### src/bged_pkg.sv
// ----------------------------------------------------------------------------
// bged_pkg
// types and constants shared by the button gesture event detector
// ----------------------------------------------------------------------------
package bged_pkg;

  // event codes
  localparam logic [2:0] EV_RELEASE = 3'd0;
  localparam logic [2:0] EV_PRESS   = 3'd1;
  localparam logic [2:0] EV_CLICK   = 3'd2;
  localparam logic [2:0] EV_LONG    = 3'd3;
  localparam logic [2:0] EV_REPEAT  = 3'd4;

  // configuration register indexes
  localparam logic [2:0] CFG_ACTIVE_HIGH  = 3'd0;
  localparam logic [2:0] CFG_DEBOUNCE     = 3'd1;
  localparam logic [2:0] CFG_MAX_CLICKS   = 3'd2;
  localparam logic [2:0] CFG_CLICK_GAP    = 3'd3;
  localparam logic [2:0] CFG_LONG_PRESS   = 3'd4;
  localparam logic [2:0] CFG_REPEAT       = 3'd5;
  localparam logic [2:0] CFG_CLEAR_CLICK  = 3'd6;

  // configuration reset values
  localparam logic        DEF_ACTIVE_HIGH = 1'b0;
  localparam logic [7:0]  DEF_DEBOUNCE    = 8'd10;
  localparam logic [3:0]  DEF_MAX_CLICKS  = 4'd1;
  localparam logic [15:0] DEF_CLICK_GAP   = 16'd300;
  localparam logic [15:0] DEF_LONG_PRESS  = 16'd500;
  localparam logic [15:0] DEF_REPEAT      = 16'd100;
  localparam logic        DEF_CLEAR_CLICK = 1'b1;

  // raw sample markers
  localparam logic [1:0] SAMPLE_NONE = 2'd0;

  // output event queue
  localparam int QDEPTH = 4;
  localparam int QPTR_W = 2;
  localparam int QCNT_W = 3;

  typedef struct packed {
    logic       req_type;
    logic [1:0] key_index;
    logic       pin_level;
  } bged_in_t;

  typedef struct packed {
    logic [1:0] event_key;
    logic [2:0] event_code;
    logic [3:0] click_count;
    logic       last_event;
  } bged_out_t;

endpackage

### src/button_gesture_event_detector_top.sv
// ----------------------------------------------------------------------------
// button_gesture_event_detector_top
// per-key debounce, press/release, click, multi-click, long press and repeat
// ----------------------------------------------------------------------------
//
//   channel | direction | handshake             | payload
//   --------+-----------+-----------------------+------------------------------
//   in      | in        | in_valid / in_stall   | bged_in_t  (sample or reset)
//   out     | out       | out_valid / out_stall | bged_out_t (one event)
//   cfg     | in        | cfg_valid / cfg_ready | cfg_index, cfg_data
//
// an input item is processed in the cycle it is transferred: the key state is
// read, updated and written back, and its zero to two events enter a four-entry
// event queue that drives the out channel directly
// one input item per cycle while in_stall is low; each event takes one out
// transfer, so an item with two events needs two out transfers, and in_stall
// rises while fewer than two queue entries are free
// rst is synchronous: key state, queue pointers and settings return to defaults
// cfg_ready is always high; settings apply to the next transferred item
//
module button_gesture_event_detector_top
  import bged_pkg::*;
#(
  parameter int NUM_KEYS = 4
) (
  input  logic       clk,
  input  logic       rst,
  input  logic       in_valid,
  output logic       in_stall,
  input  bged_in_t   in_data,
  output logic       out_valid,
  input  logic       out_stall,
  output bged_out_t  out_data,
  input  logic       cfg_valid,
  output logic       cfg_ready,
  input  logic [2:0] cfg_index,
  input  logic [15:0] cfg_data
);

  localparam int KEY_W = (NUM_KEYS > 1) ? $clog2(NUM_KEYS) : 1;

  // settings
  logic        active_high;
  logic [7:0]  debounce_ticks;
  logic [3:0]  max_clicks;
  logic [15:0] click_gap_ticks;
  logic [15:0] long_press_ticks;
  logic [15:0] repeat_ticks;
  logic        clear_click_after_long;

  // per-key state
  logic [1:0]  previous_sample [NUM_KEYS];
  logic        stable_flag     [NUM_KEYS];
  logic [7:0]  debounce_count  [NUM_KEYS];
  logic [15:0] hold_count      [NUM_KEYS];
  logic        long_started    [NUM_KEYS];
  logic        ignore_click    [NUM_KEYS];
  logic [3:0]  clicks_so_far   [NUM_KEYS];
  logic [15:0] gap_count       [NUM_KEYS];

  // event queue
  bged_out_t          queue [QDEPTH];
  logic [QPTR_W-1:0]  wr_ptr;
  logic [QPTR_W-1:0]  rd_ptr;
  logic [QCNT_W-1:0]  count;

  logic              in_fire;
  logic              out_fire;
  logic              key_ok;
  logic [KEY_W-1:0]  key_sel;

  // next values of the addressed key
  logic [1:0]  sample_next;
  logic        stable_next;
  logic [7:0]  debounce_next;
  logic [15:0] hold_next;
  logic        long_next;
  logic        ignore_next;
  logic [3:0]  clicks_next;
  logic [15:0] gap_next;

  // candidate events, in report order
  logic [2:0]  cand_valid;
  bged_out_t   cand [3];
  bged_out_t   ev0;
  bged_out_t   ev1;
  logic [1:0]  push_n;

  // settings after their special cases
  logic [15:0] lpt;
  logic [15:0] rep;
  logic [3:0]  maxc;

  assign in_fire  = in_valid && !in_stall;
  assign out_fire = out_valid && !out_stall;
  assign key_ok   = 32'(in_data.key_index) < NUM_KEYS;
  assign key_sel  = KEY_W'(in_data.key_index);

  assign cfg_ready = 1'b1;
  assign in_stall  = count > QCNT_W'(QDEPTH - 2);
  assign out_valid = count != '0;
  assign out_data  = queue[rd_ptr];

  assign lpt  = (long_press_ticks != '0) ? long_press_ticks : 16'd1;
  assign rep  = (repeat_ticks < lpt) ? repeat_ticks : 16'd0;
  assign maxc = (max_clicks != '0) ? max_clicks : 4'd1;

  // settings registers
  always_ff @(posedge clk) begin
    if (rst) begin
      active_high            <= DEF_ACTIVE_HIGH;
      debounce_ticks         <= DEF_DEBOUNCE;
      max_clicks             <= DEF_MAX_CLICKS;
      click_gap_ticks        <= DEF_CLICK_GAP;
      long_press_ticks       <= DEF_LONG_PRESS;
      repeat_ticks           <= DEF_REPEAT;
      clear_click_after_long <= DEF_CLEAR_CLICK;
    end else if (cfg_valid && cfg_ready) begin
      case (cfg_index)
        CFG_ACTIVE_HIGH: active_high            <= cfg_data[0];
        CFG_DEBOUNCE:    debounce_ticks         <= cfg_data[7:0];
        CFG_MAX_CLICKS:  max_clicks             <= cfg_data[3:0];
        CFG_CLICK_GAP:   click_gap_ticks        <= cfg_data;
        CFG_LONG_PRESS:  long_press_ticks       <= cfg_data;
        CFG_REPEAT:      repeat_ticks           <= cfg_data;
        CFG_CLEAR_CLICK: clear_click_after_long <= cfg_data[0];
        default: ;
      endcase
    end
  end

  // gesture logic for the addressed key
  always_comb begin
    logic        pressed;
    logic [1:0]  sample;
    logic [7:0]  db_inc;
    logic [15:0] hold_inc;
    logic [15:0] gap_mid;
    logic [3:0]  clicks_mid;
    logic        quick;

    pressed    = in_data.pin_level == active_high;
    sample     = {in_data.pin_level, ~in_data.pin_level};
    db_inc     = debounce_count[key_sel] + 8'd1;
    hold_inc   = hold_count[key_sel] + 16'd1;
    gap_mid    = gap_count[key_sel];
    clicks_mid = clicks_so_far[key_sel];
    quick      = 1'b0;

    sample_next   = sample;
    stable_next   = stable_flag[key_sel];
    debounce_next = debounce_count[key_sel];
    hold_next     = hold_count[key_sel];
    long_next     = long_started[key_sel];
    ignore_next   = ignore_click[key_sel];
    clicks_next   = clicks_so_far[key_sel];
    gap_next      = gap_count[key_sel];

    cand_valid = '0;
    for (int i = 0; i < 3; i++) begin
      cand[i].event_key   = in_data.key_index;
      cand[i].event_code  = EV_RELEASE;
      cand[i].click_count = 4'd0;
      cand[i].last_event  = 1'b0;
    end

    // debounce
    if (sample != previous_sample[key_sel]) begin
      debounce_next = 8'd0;
      stable_next   = 1'b0;
    end else if (debounce_count[key_sel] < debounce_ticks) begin
      debounce_next = db_inc;
      if (db_inc >= debounce_ticks) begin
        stable_next = 1'b1;
      end
    end

    if (stable_next) begin
      if (pressed) begin
        cand_valid[0]      = hold_count[key_sel] == '0;
        cand[0].event_code = EV_PRESS;
        if (hold_count[key_sel] < lpt) begin
          hold_next = hold_inc;
          if (hold_inc >= lpt) begin
            hold_next          = hold_inc - rep;
            cand_valid[1]      = 1'b1;
            cand[1].event_code = long_started[key_sel] ? EV_REPEAT : EV_LONG;
            long_next          = 1'b1;
            ignore_next        = clear_click_after_long;
          end
        end
      end else begin
        cand_valid[0]      = hold_count[key_sel] != '0;
        cand[0].event_code = EV_RELEASE;
        quick = !ignore_click[key_sel] && (hold_count[key_sel] != '0) &&
                (hold_count[key_sel] <= click_gap_ticks);
        if (quick) begin
          if (maxc == 4'd1) begin
            cand_valid[1]       = 1'b1;
            cand[1].event_code  = EV_CLICK;
            cand[1].click_count = 4'd1;
          end else begin
            if (clicks_mid < maxc) begin
              clicks_mid = clicks_mid + 4'd1;
            end
            gap_mid = click_gap_ticks;
          end
        end
        clicks_next = clicks_mid;
        gap_next    = gap_mid;
        // gap expiry reports the pending multi-click
        if (gap_mid != '0) begin
          gap_next = gap_mid - 16'd1;
          if (gap_mid == 16'd1) begin
            cand_valid[2]       = 1'b1;
            cand[2].event_code  = EV_CLICK;
            cand[2].click_count = clicks_mid;
            clicks_next         = 4'd0;
          end
        end
        long_next   = 1'b0;
        ignore_next = 1'b0;
        hold_next   = 16'd0;
      end
    end
  end

  // keep the first two events, mark the final one
  always_comb begin
    ev0 = cand[2];
    ev1 = cand[2];
    if (cand_valid[0]) begin
      ev0 = cand[0];
      ev1 = cand_valid[1] ? cand[1] : cand[2];
    end else if (cand_valid[1]) begin
      ev0 = cand[1];
    end
    case (cand_valid)
      3'b000:                   push_n = 2'd0;
      3'b001, 3'b010, 3'b100:   push_n = 2'd1;
      default:                  push_n = 2'd2;
    endcase
    if (!in_fire || !key_ok || in_data.req_type) begin
      push_n = 2'd0;
    end
    ev0.last_event = push_n == 2'd1;
    ev1.last_event = 1'b1;
  end

  // per-key state update
  always_ff @(posedge clk) begin
    for (int i = 0; i < NUM_KEYS; i++) begin
      if (rst) begin
        previous_sample[i] <= SAMPLE_NONE;
        stable_flag[i]     <= 1'b0;
        debounce_count[i]  <= '0;
        hold_count[i]      <= '0;
        long_started[i]    <= 1'b0;
        ignore_click[i]    <= 1'b0;
        clicks_so_far[i]   <= '0;
        gap_count[i]       <= '0;
      end else if (in_fire && key_ok && key_sel == KEY_W'(i)) begin
        if (in_data.req_type) begin
          // key reset keeps only the click suppression
          previous_sample[i] <= SAMPLE_NONE;
          stable_flag[i]     <= 1'b0;
          debounce_count[i]  <= '0;
          hold_count[i]      <= '0;
          long_started[i]    <= 1'b0;
          clicks_so_far[i]   <= '0;
          gap_count[i]       <= '0;
        end else begin
          previous_sample[i] <= sample_next;
          stable_flag[i]     <= stable_next;
          debounce_count[i]  <= debounce_next;
          hold_count[i]      <= hold_next;
          long_started[i]    <= long_next;
          ignore_click[i]    <= ignore_next;
          clicks_so_far[i]   <= clicks_next;
          gap_count[i]       <= gap_next;
        end
      end
    end
  end

  // event queue payload
  always_ff @(posedge clk) begin
    if (push_n != 2'd0) begin
      queue[wr_ptr] <= ev0;
    end
    if (push_n == 2'd2) begin
      queue[wr_ptr + QPTR_W'(1)] <= ev1;
    end
  end

  // event queue control
  always_ff @(posedge clk) begin
    if (rst) begin
      wr_ptr <= '0;
      rd_ptr <= '0;
      count  <= '0;
    end else begin
      wr_ptr <= wr_ptr + QPTR_W'(push_n);
      if (out_fire) begin
        rd_ptr <= rd_ptr + QPTR_W'(1);
      end
      count <= count + QCNT_W'(push_n) - QCNT_W'(out_fire);
    end
  end

  // queue never overfills
  assert property (@(posedge clk) disable iff (rst) count <= QCNT_W'(QDEPTH))
    else $error("event queue overflow");

  // key resets and out-of-range keys add no events
  assert property (@(posedge clk) disable iff (rst)
    (in_fire && (!key_ok || in_data.req_type)) |=>
      (32'(count) == 32'($past(count)) - 32'($past(out_fire))))
    else $error("event queued for a request that makes none");

  // a released, settled key holds no hold count
  assert property (@(posedge clk) disable iff (rst)
    (in_fire && key_ok && !in_data.req_type && stable_next &&
     (in_data.pin_level != active_high)) |-> (hold_next == 16'd0))
    else $error("hold count kept after release");

endmodule

### config.mk
export PLATFORM = sky130hd
export DESIGN_NAME = button_gesture_event_detector_top
export DESIGN_NICKNAME = d
export VERILOG_FILES = /design/src/bged_pkg.sv /design/src/button_gesture_event_detector_top.sv
export SDC_FILE = /design/constraint.sdc
export NUM_CORES = 1
export LEC_CHECK = 0
export ABC_AREA = 1
export BUFFER_PORTS_ARGS = -buffer_cell sky130_fd_sc_hd__buf_4
export CORE_MARGIN = 4
export CORE_UTILIZATION = 57
export CTS_CLUSTER_DIAMETER = 40
export DETAILED_ROUTE_END_ITERATION = 10
export PLACE_DENSITY = 0.86
export SLEW_MARGIN = 40
export SYNTH_ARGS = -nofsm -noshare
export SYNTH_HDL_FRONTEND = slang
export SYNTH_SLANG_ARGS = --single-unit
### constraint.sdc
create_clock -name clk -period 7.14 [get_ports clk]
set_input_delay 2.142 -clock clk [delete_from_list [all_inputs] [get_ports clk]]
set_output_delay 2.142 -clock clk [all_outputs]
set_load 0.03 [all_outputs]
Word-level counts from Yosys, hierarchy flattened
Memory sizes are Yosys's and may differ from the RTL's. A register that Yosys moved wholly into a read port is not among the register bits. Cells that the tools add are included.

Register bits: 69. Memory bits (writable): 236. Input bits: 28. Output and inout bits: 13. Memories: 9.

$add $sub $neg: 10. Order comparisons: 8. Eq/ne operators: 18. Multiplexer cells: 156. Bitwise gates (word level): 61. Reduce and logical (&&, ||, !) cells: 31.

Memory list: gap_count (words 4, width 16, rd ports 1, clocked after memory_dff 0, write ports 4, RTL line button_gesture_event_detector_top.sv:59) `logic [15:0] gap_count [NUM_KEYS];`; hold_count (words 4, width 16, rd ports 1, clocked after memory_dff 0, write ports 4, RTL line button_gesture_event_detector_top.sv:55) `logic [15:0] hold_count [NUM_KEYS];`; queue (words 4, width 10, rd ports 1, clocked after memory_dff 1, write ports 2, RTL line button_gesture_event_detector_top.sv:62) `bged_out_t queue [QDEPTH];`; debounce_count (words 4, width 8, rd ports 1, clocked after memory_dff 0, write ports 4, RTL line button_gesture_event_detector_top.sv:54) `logic [7:0] debounce_count [NUM_KEYS];`; clicks_so_far (words 4, width 4, rd ports 1, clocked after memory_dff 0, write ports 4, RTL line button_gesture_event_detector_top.sv:58) `logic [3:0] clicks_so_far [NUM_KEYS];`; previous_sample (words 4, width 2, rd ports 1, clocked after memory_dff 0, write ports 4, RTL line button_gesture_event_detector_top.sv:52) `logic [1:0] previous_sample [NUM_KEYS];`; +3 memories.

Operator list (number): two-way mux 16 bit (29); two-way mux 8 bit (13); two-way mux 1 bit (72); two-way mux 4 bit (17); bitwise OR 1 bit (60); nonzero test 16 bit (3); < comparator 16 bit (2); two-way mux 7 bit (4); two-way mux 2 bit (12); two-way mux 6 bit (3); adder 16 x 1 -> 16 bit, second input constant (1); == test 16 x 1 -> 1 bit, second input constant (1); >= comparator 16 bit (1); <= comparator 16 bit (1); zero test 16 bit (1); subtractor 16 x 1 -> 16 bit, second input constant (1); subtractor 16 bit (1); two-way mux 3 bit (5); AND reduction 2 bit (7); == test 3 bit, second input constant (4); == test 3 x 2 -> 1 bit, second input constant (3); adder 8 x 1 -> 8 bit, second input constant (1); >= comparator 8 bit (1); logical AND 1 bit (8); other kinds (24) (33).

Depth between registers and ports, before layout
Depth after elaboration: 19. Depth in mapped cells: 42. Depth with buffers taken out: 37.

Worst setup path before layout
Ideal clock, no wire load.

Kind: input -> register. From: in in_data[2] (netlist bit). To: reg count[2]. Setup time: 0.120 ns. Data arrival time: 7.140 ns. Slack: -0.121 ns. Stages: 37. Buffers on the path: 5. Cell sequence: buf_4 nor2_1 buf_6 buf_4 buf_4 a22oi_1 and3_1 clkbuf_1 inv_1 ha_1 nand4_1 nor2_1 nand4_1 nor2_1 nand3_1 o21ai_0 inv_1 ha_1 nand2_1 inv_1 nand3_1 nor3_1 nand3_1 nand3_1 nand3_1 nand2_1 nor2_2 nand2_4 nand2_1 nor2_1 inv_1 ha_1 inv_1 ha_1 fa_1 o21ai_0 a21oi_1.

Longest elaborated chain between the ends: 18.

RTL lines: start, declared (RTL line button_gesture_event_detector_top.sv:30) `input bged_in_t in_data,`; parallel branches: the longest is 11 deep, another holds memory read (4 x 16 bit); two-way mux 3 bit * (RTL line button_gesture_event_detector_top.sv:178) `if (stable_next) begin`; == test 3 x 1 -> 1 bit, or another cell as far along (RTL line button_gesture_event_detector_top.sv:238) `case (cand_valid)`; OR reduction 3 bit (RTL line button_gesture_event_detector_top.sv:238); case mux 2 bit (2 select lines) * (RTL line button_gesture_event_detector_top.sv:238); two-way mux 2 bit * (RTL line button_gesture_event_detector_top.sv:243) `if (!in_fire || !key_ok || in_data.req_type) begin`; adder 3 x 2 -> 3 bit * (RTL line button_gesture_event_detector_top.sv:307) `count <= count + QCNT_W'(push_n) - QCNT_W'(out_fire);`; subtractor 3 x 1 -> 3 bit * (RTL line button_gesture_event_detector_top.sv:307); end signal, assigned (RTL line button_gesture_event_detector_top.sv:307); end, declared (RTL line button_gesture_event_detector_top.sv:65) `logic [QCNT_W-1:0] count;`.

Every way passes the cells marked *. The select of a mux whose other input is x is not followed. A chain may end at the register's enable or synchronous reset.

Worst setup path in the final report
Same ends and word-level chain as after synthesis.

==> results.tsv <==
stage	metric	value	unit
logic_synthesis	ys_dominant_reg_cell	edfxtp_1	
logic_synthesis	synth_top_cell_by_area	edfxtp_1	
routing	wl_met1	20000	um
timing	setup_slack	0.467	ns
global_routing	grt_max_degree	73	
timing	grt_setup_unrepaired	false	
run	max_cap_viol_count	0	
final_layout	syn2layout_area_growth	13.9	%
clock_tree	hold_buffers	0	
logic_synthesis	muxShareOfSynthArea	0	%
timing	holdWs	0.487	ns
final_layout	drive_gt1_share	11.1	%
power_and_ir_drop	seq_power_share	38.7	%
logic_synthesis	synth_top_area_share	39.2	%
logic_synthesis	synth_most_common_cell	nand2_1	
logic_synthesis	synth_edf_count	232	
logic_synthesis	ys_ff_latch	307	
timing	setup_violations	0	
routing	top_layer	met4	
global_routing	grt-ovfl-total	0	
worst_hold_path	hold_class	register to register	
final_layout	nFillCells	2418	
logic_synthesis	seq_area_frac_synth	47.6	%
critical_path	cp.arrival	7.08	ns
critical_path	timing.rr.start	hold_count[0][0]	
power_and_ir_drop	power.internal	3.69	mW
timing	fin_crit_sh	93.5	%
clock_tree	cts_tree	done	
routing	antenna_left	0	
global_routing	grt_pass1_wl	79700	um
critical_path	critPathRequiredTime	7.55	ns
placement	portBuffers	39	
clock_tree	cts_root_buffer	clkbuf_16	
placement	placed_area	0.0188	sq mm
logic_synthesis	synth_top_family_by_area	simple AND/OR/NAND/NOR gates	
critical_path	end_kind	register	
logic_synthesis	synth_compound_area_share	14.9	%
die	dieWidth	185	um
routing	wl_per_cell	19.4	um
placement	dp_slack	-0.0607	ns
power_and_ir_drop	power.share.switching	31.5	%
timing	slew_violations	0	
worst_hold_path	worstHoldStart	rd_ptr[1]	
global_routing	grt_pass1_vias	15400	
timing	skew	0.0231	ns
power_and_ir_drop	clock_power_share	38.6	%
routing	wirelength	50700	um
logic_synthesis	synthDistinctLibCells	56	
power_and_ir_drop	power_density	266	mW/mm^2
timing	fin_tns_setup	0	ns
critical_path	cp_max_fo	5	
final_layout	area.sequential	0.00847	sq mm
clock_tree	clockBufferDepth	3	
clock_tree	htree_levels	2	
final_layout	fin_area	0.0203	sq mm
routing	drc	0	
die	die_y	185	um
timing	worst_pin_slew	0.779	ns
power_and_ir_drop	irDropWorstVdd	0.000229	V
logic_synthesis	synth_fa_ha_area_share	7.75	%
logic_synthesis	yosys.area_share.simple	21.0	%
placement	placed_cells	2534	
routing	wl_met2	23700	um
logic_synthesis	synth.cell_area	0.0178	sq mm
logic_synthesis	synthTopCellsByArea	edfxtp_1 (39%), nand2_1 (9.5%), dfxtp_1 (8.4%)	
timing	fmax	150	MHz
final_layout	instances_no_fill	2610	
logic_synthesis	synth_nets	2252	
final_layout	finalNetCount	2320	
critical_path	critPathLaunchType	input port	
clock_tree	clock-sinks	307	
logic_synthesis	yosys_warnings	0	
power_and_ir_drop	p_sw	1.70	mW
timing	hold_violations	0	
routing	met3WireLength	5230	um
routing	dr.pass1.iters	6	
final_layout	antennaDiodeCount	0	
clock_tree	numCtsBuffers	39	
critical_path	cp-startpoint	in_data[2]	
die	start_util	58.0	%
critical_path	slowest_stage	fa_1	
outcome	outcome	completed	
critical_path	critPathKind	input port to register	
logic_synthesis	synthArstFlopShare	0	%
routing	drt_iter0_drc	1700	
placement	gp_congestion	0.976	
power_and_ir_drop	pwr-share-comb	22.7	%
logic_synthesis	syn_avg_cell_area	8.41	sq um
die	dieArea	0.0341	sq mm
final_layout	multi_input_area	0.00824	sq mm
logic_synthesis	synth_xor_xnor_area_share	2.02	%
timing	min_period	6.67	ns
critical_path	cp_common_cell	inv_1	
timing	slew_headroom	47.9	%
final_layout	fin_util	66.1	%
global_routing	grt.total_usage	29.3	%
placement	dp_hpwl	35600	um
logic_synthesis	syn_inst	2115	
logic_synthesis	ys_top_cells_by_count	nand2_1 (450), nor2_1 (280), edfxtp_1 (232)	
die	ios	41	
critical_path	slowest_delay	0.38	ns
power_and_ir_drop	p_total	5.39	mW
die	coreArea	0.0307	sq mm
routing	vias_per_cell	6.04	
power_and_ir_drop	leakagePower	8.65	nW
die	rows	64	
routing	vias	15800	
clock_tree	clk_pin_slew	0.06	ns
global_routing	antenna_found_initial	0	
clock_tree	clk_latency	0.54	ns
[power groups by stage]
stage	Clock, mW	Combinational (mW)	Sequential, mW
after global placement	0	1.15	2.11
after global routing	2.16	1.34	2.10
final	2.08	1.22	2.08
after detailed placement	0	1.18	2.12
after CTS	2.09	1.20	2.08
after floorplan	0	0.826	2.10
[cell type report]
cell class / count / share of cell area [%]
clock buffer: 45 / 5.24
clock inverter: 27 / 1.65
inverter: 210 / 3.89
multi-input combinational: 1511 / 40.7
sequential: 307 / 41.8
tap: 396 / 2.45
timing repair buffer: 114 / 4.32
[timing repair]
item | in CTS | in global routing
buffers inserted | 0 | 4
hold endpoints to repair | 0 | 0
setup endpoints to repair | 0 | 1
gates resized for setup | 0 | 4
[cell usage in the layout, fill, tap and decap left out, drive strengths merged, types with 5 or more instances in the layout]
master / count
nand2: 459
nor2: 295
edfxtp: 232
inv: 220
a21oi: 185
o21ai: 176
buf: 114
ha: 107
dfxtp: 75
nand3: 72
clkbuf: 45
a22oi: 43
nand4: 41
xor2: 30
o211ai: 15
xnor2: 11
o22ai: 11
nor3: 11
clkinv: 9
a221oi: 7
and2: 5
o2111ai: 5
a32oi: 5
bufinv: 5
[final timing paths]
path | end | slack [ns] | depth (start not counted)
setup / recovery | count[2] | 0.47 | 34
hold / removal | rd_ptr[1] | 0.49 | 2
setup reg to reg | count[2] | 2.16 | 31
hold reg to reg | rd_ptr[1] | 0.49 | 2
[worst max-delay path: cells and delay by family]
| kind | cells | cell delay, ns |
|---|---|---|
| AO/OA/AOI/OAI | 6 | 0.81 |
| adder cells (fa/ha/maj) | 5 | 1.29 |
| buffers and inverters | 8 | 0.61 |
| AND/OR/NAND/NOR | 15 | 2.20 |
[cells by family (layout without fill, tap and decap cells)]
| family | Yosys count | after routing |
|---|---|---|
| flip-flops | 307 | 307 |
| XOR/XNOR | 41 | 41 |
| adder cells (fa/ha/maj) | 109 | 109 |
| other | 1 | 1 |
| buffers and inverters | 297 | 396 |
| AND/OR/NAND/NOR | 891 | 891 |
| AO/OA/AOI/OAI | 469 | 469 |
[state kept, by name, summed over array words and instances, names as in the netlist, named ones only]
name	cells
active_high	1
clear_click_after_long	1
click_gap_ticks	16
clicks_so_far	16
count	3
debounce_count	32
debounce_ticks	8
gap_count	64
hold_count	64
ignore_click	4
long_press_ticks	16
long_started	4
max_clicks	4
previous_sample	8
queue	40
rd_ptr	2
repeat_ticks	16
stable_flag	4
wr_ptr	2
[layer usage]
layer	GRT usage (%)	up-vias
met5	0	-
met4	11.0	0
met3	5.76	148
met2	48.3	943
met1	38.6	7315
li1	-	7360
(Power assumes the default switching activity.)
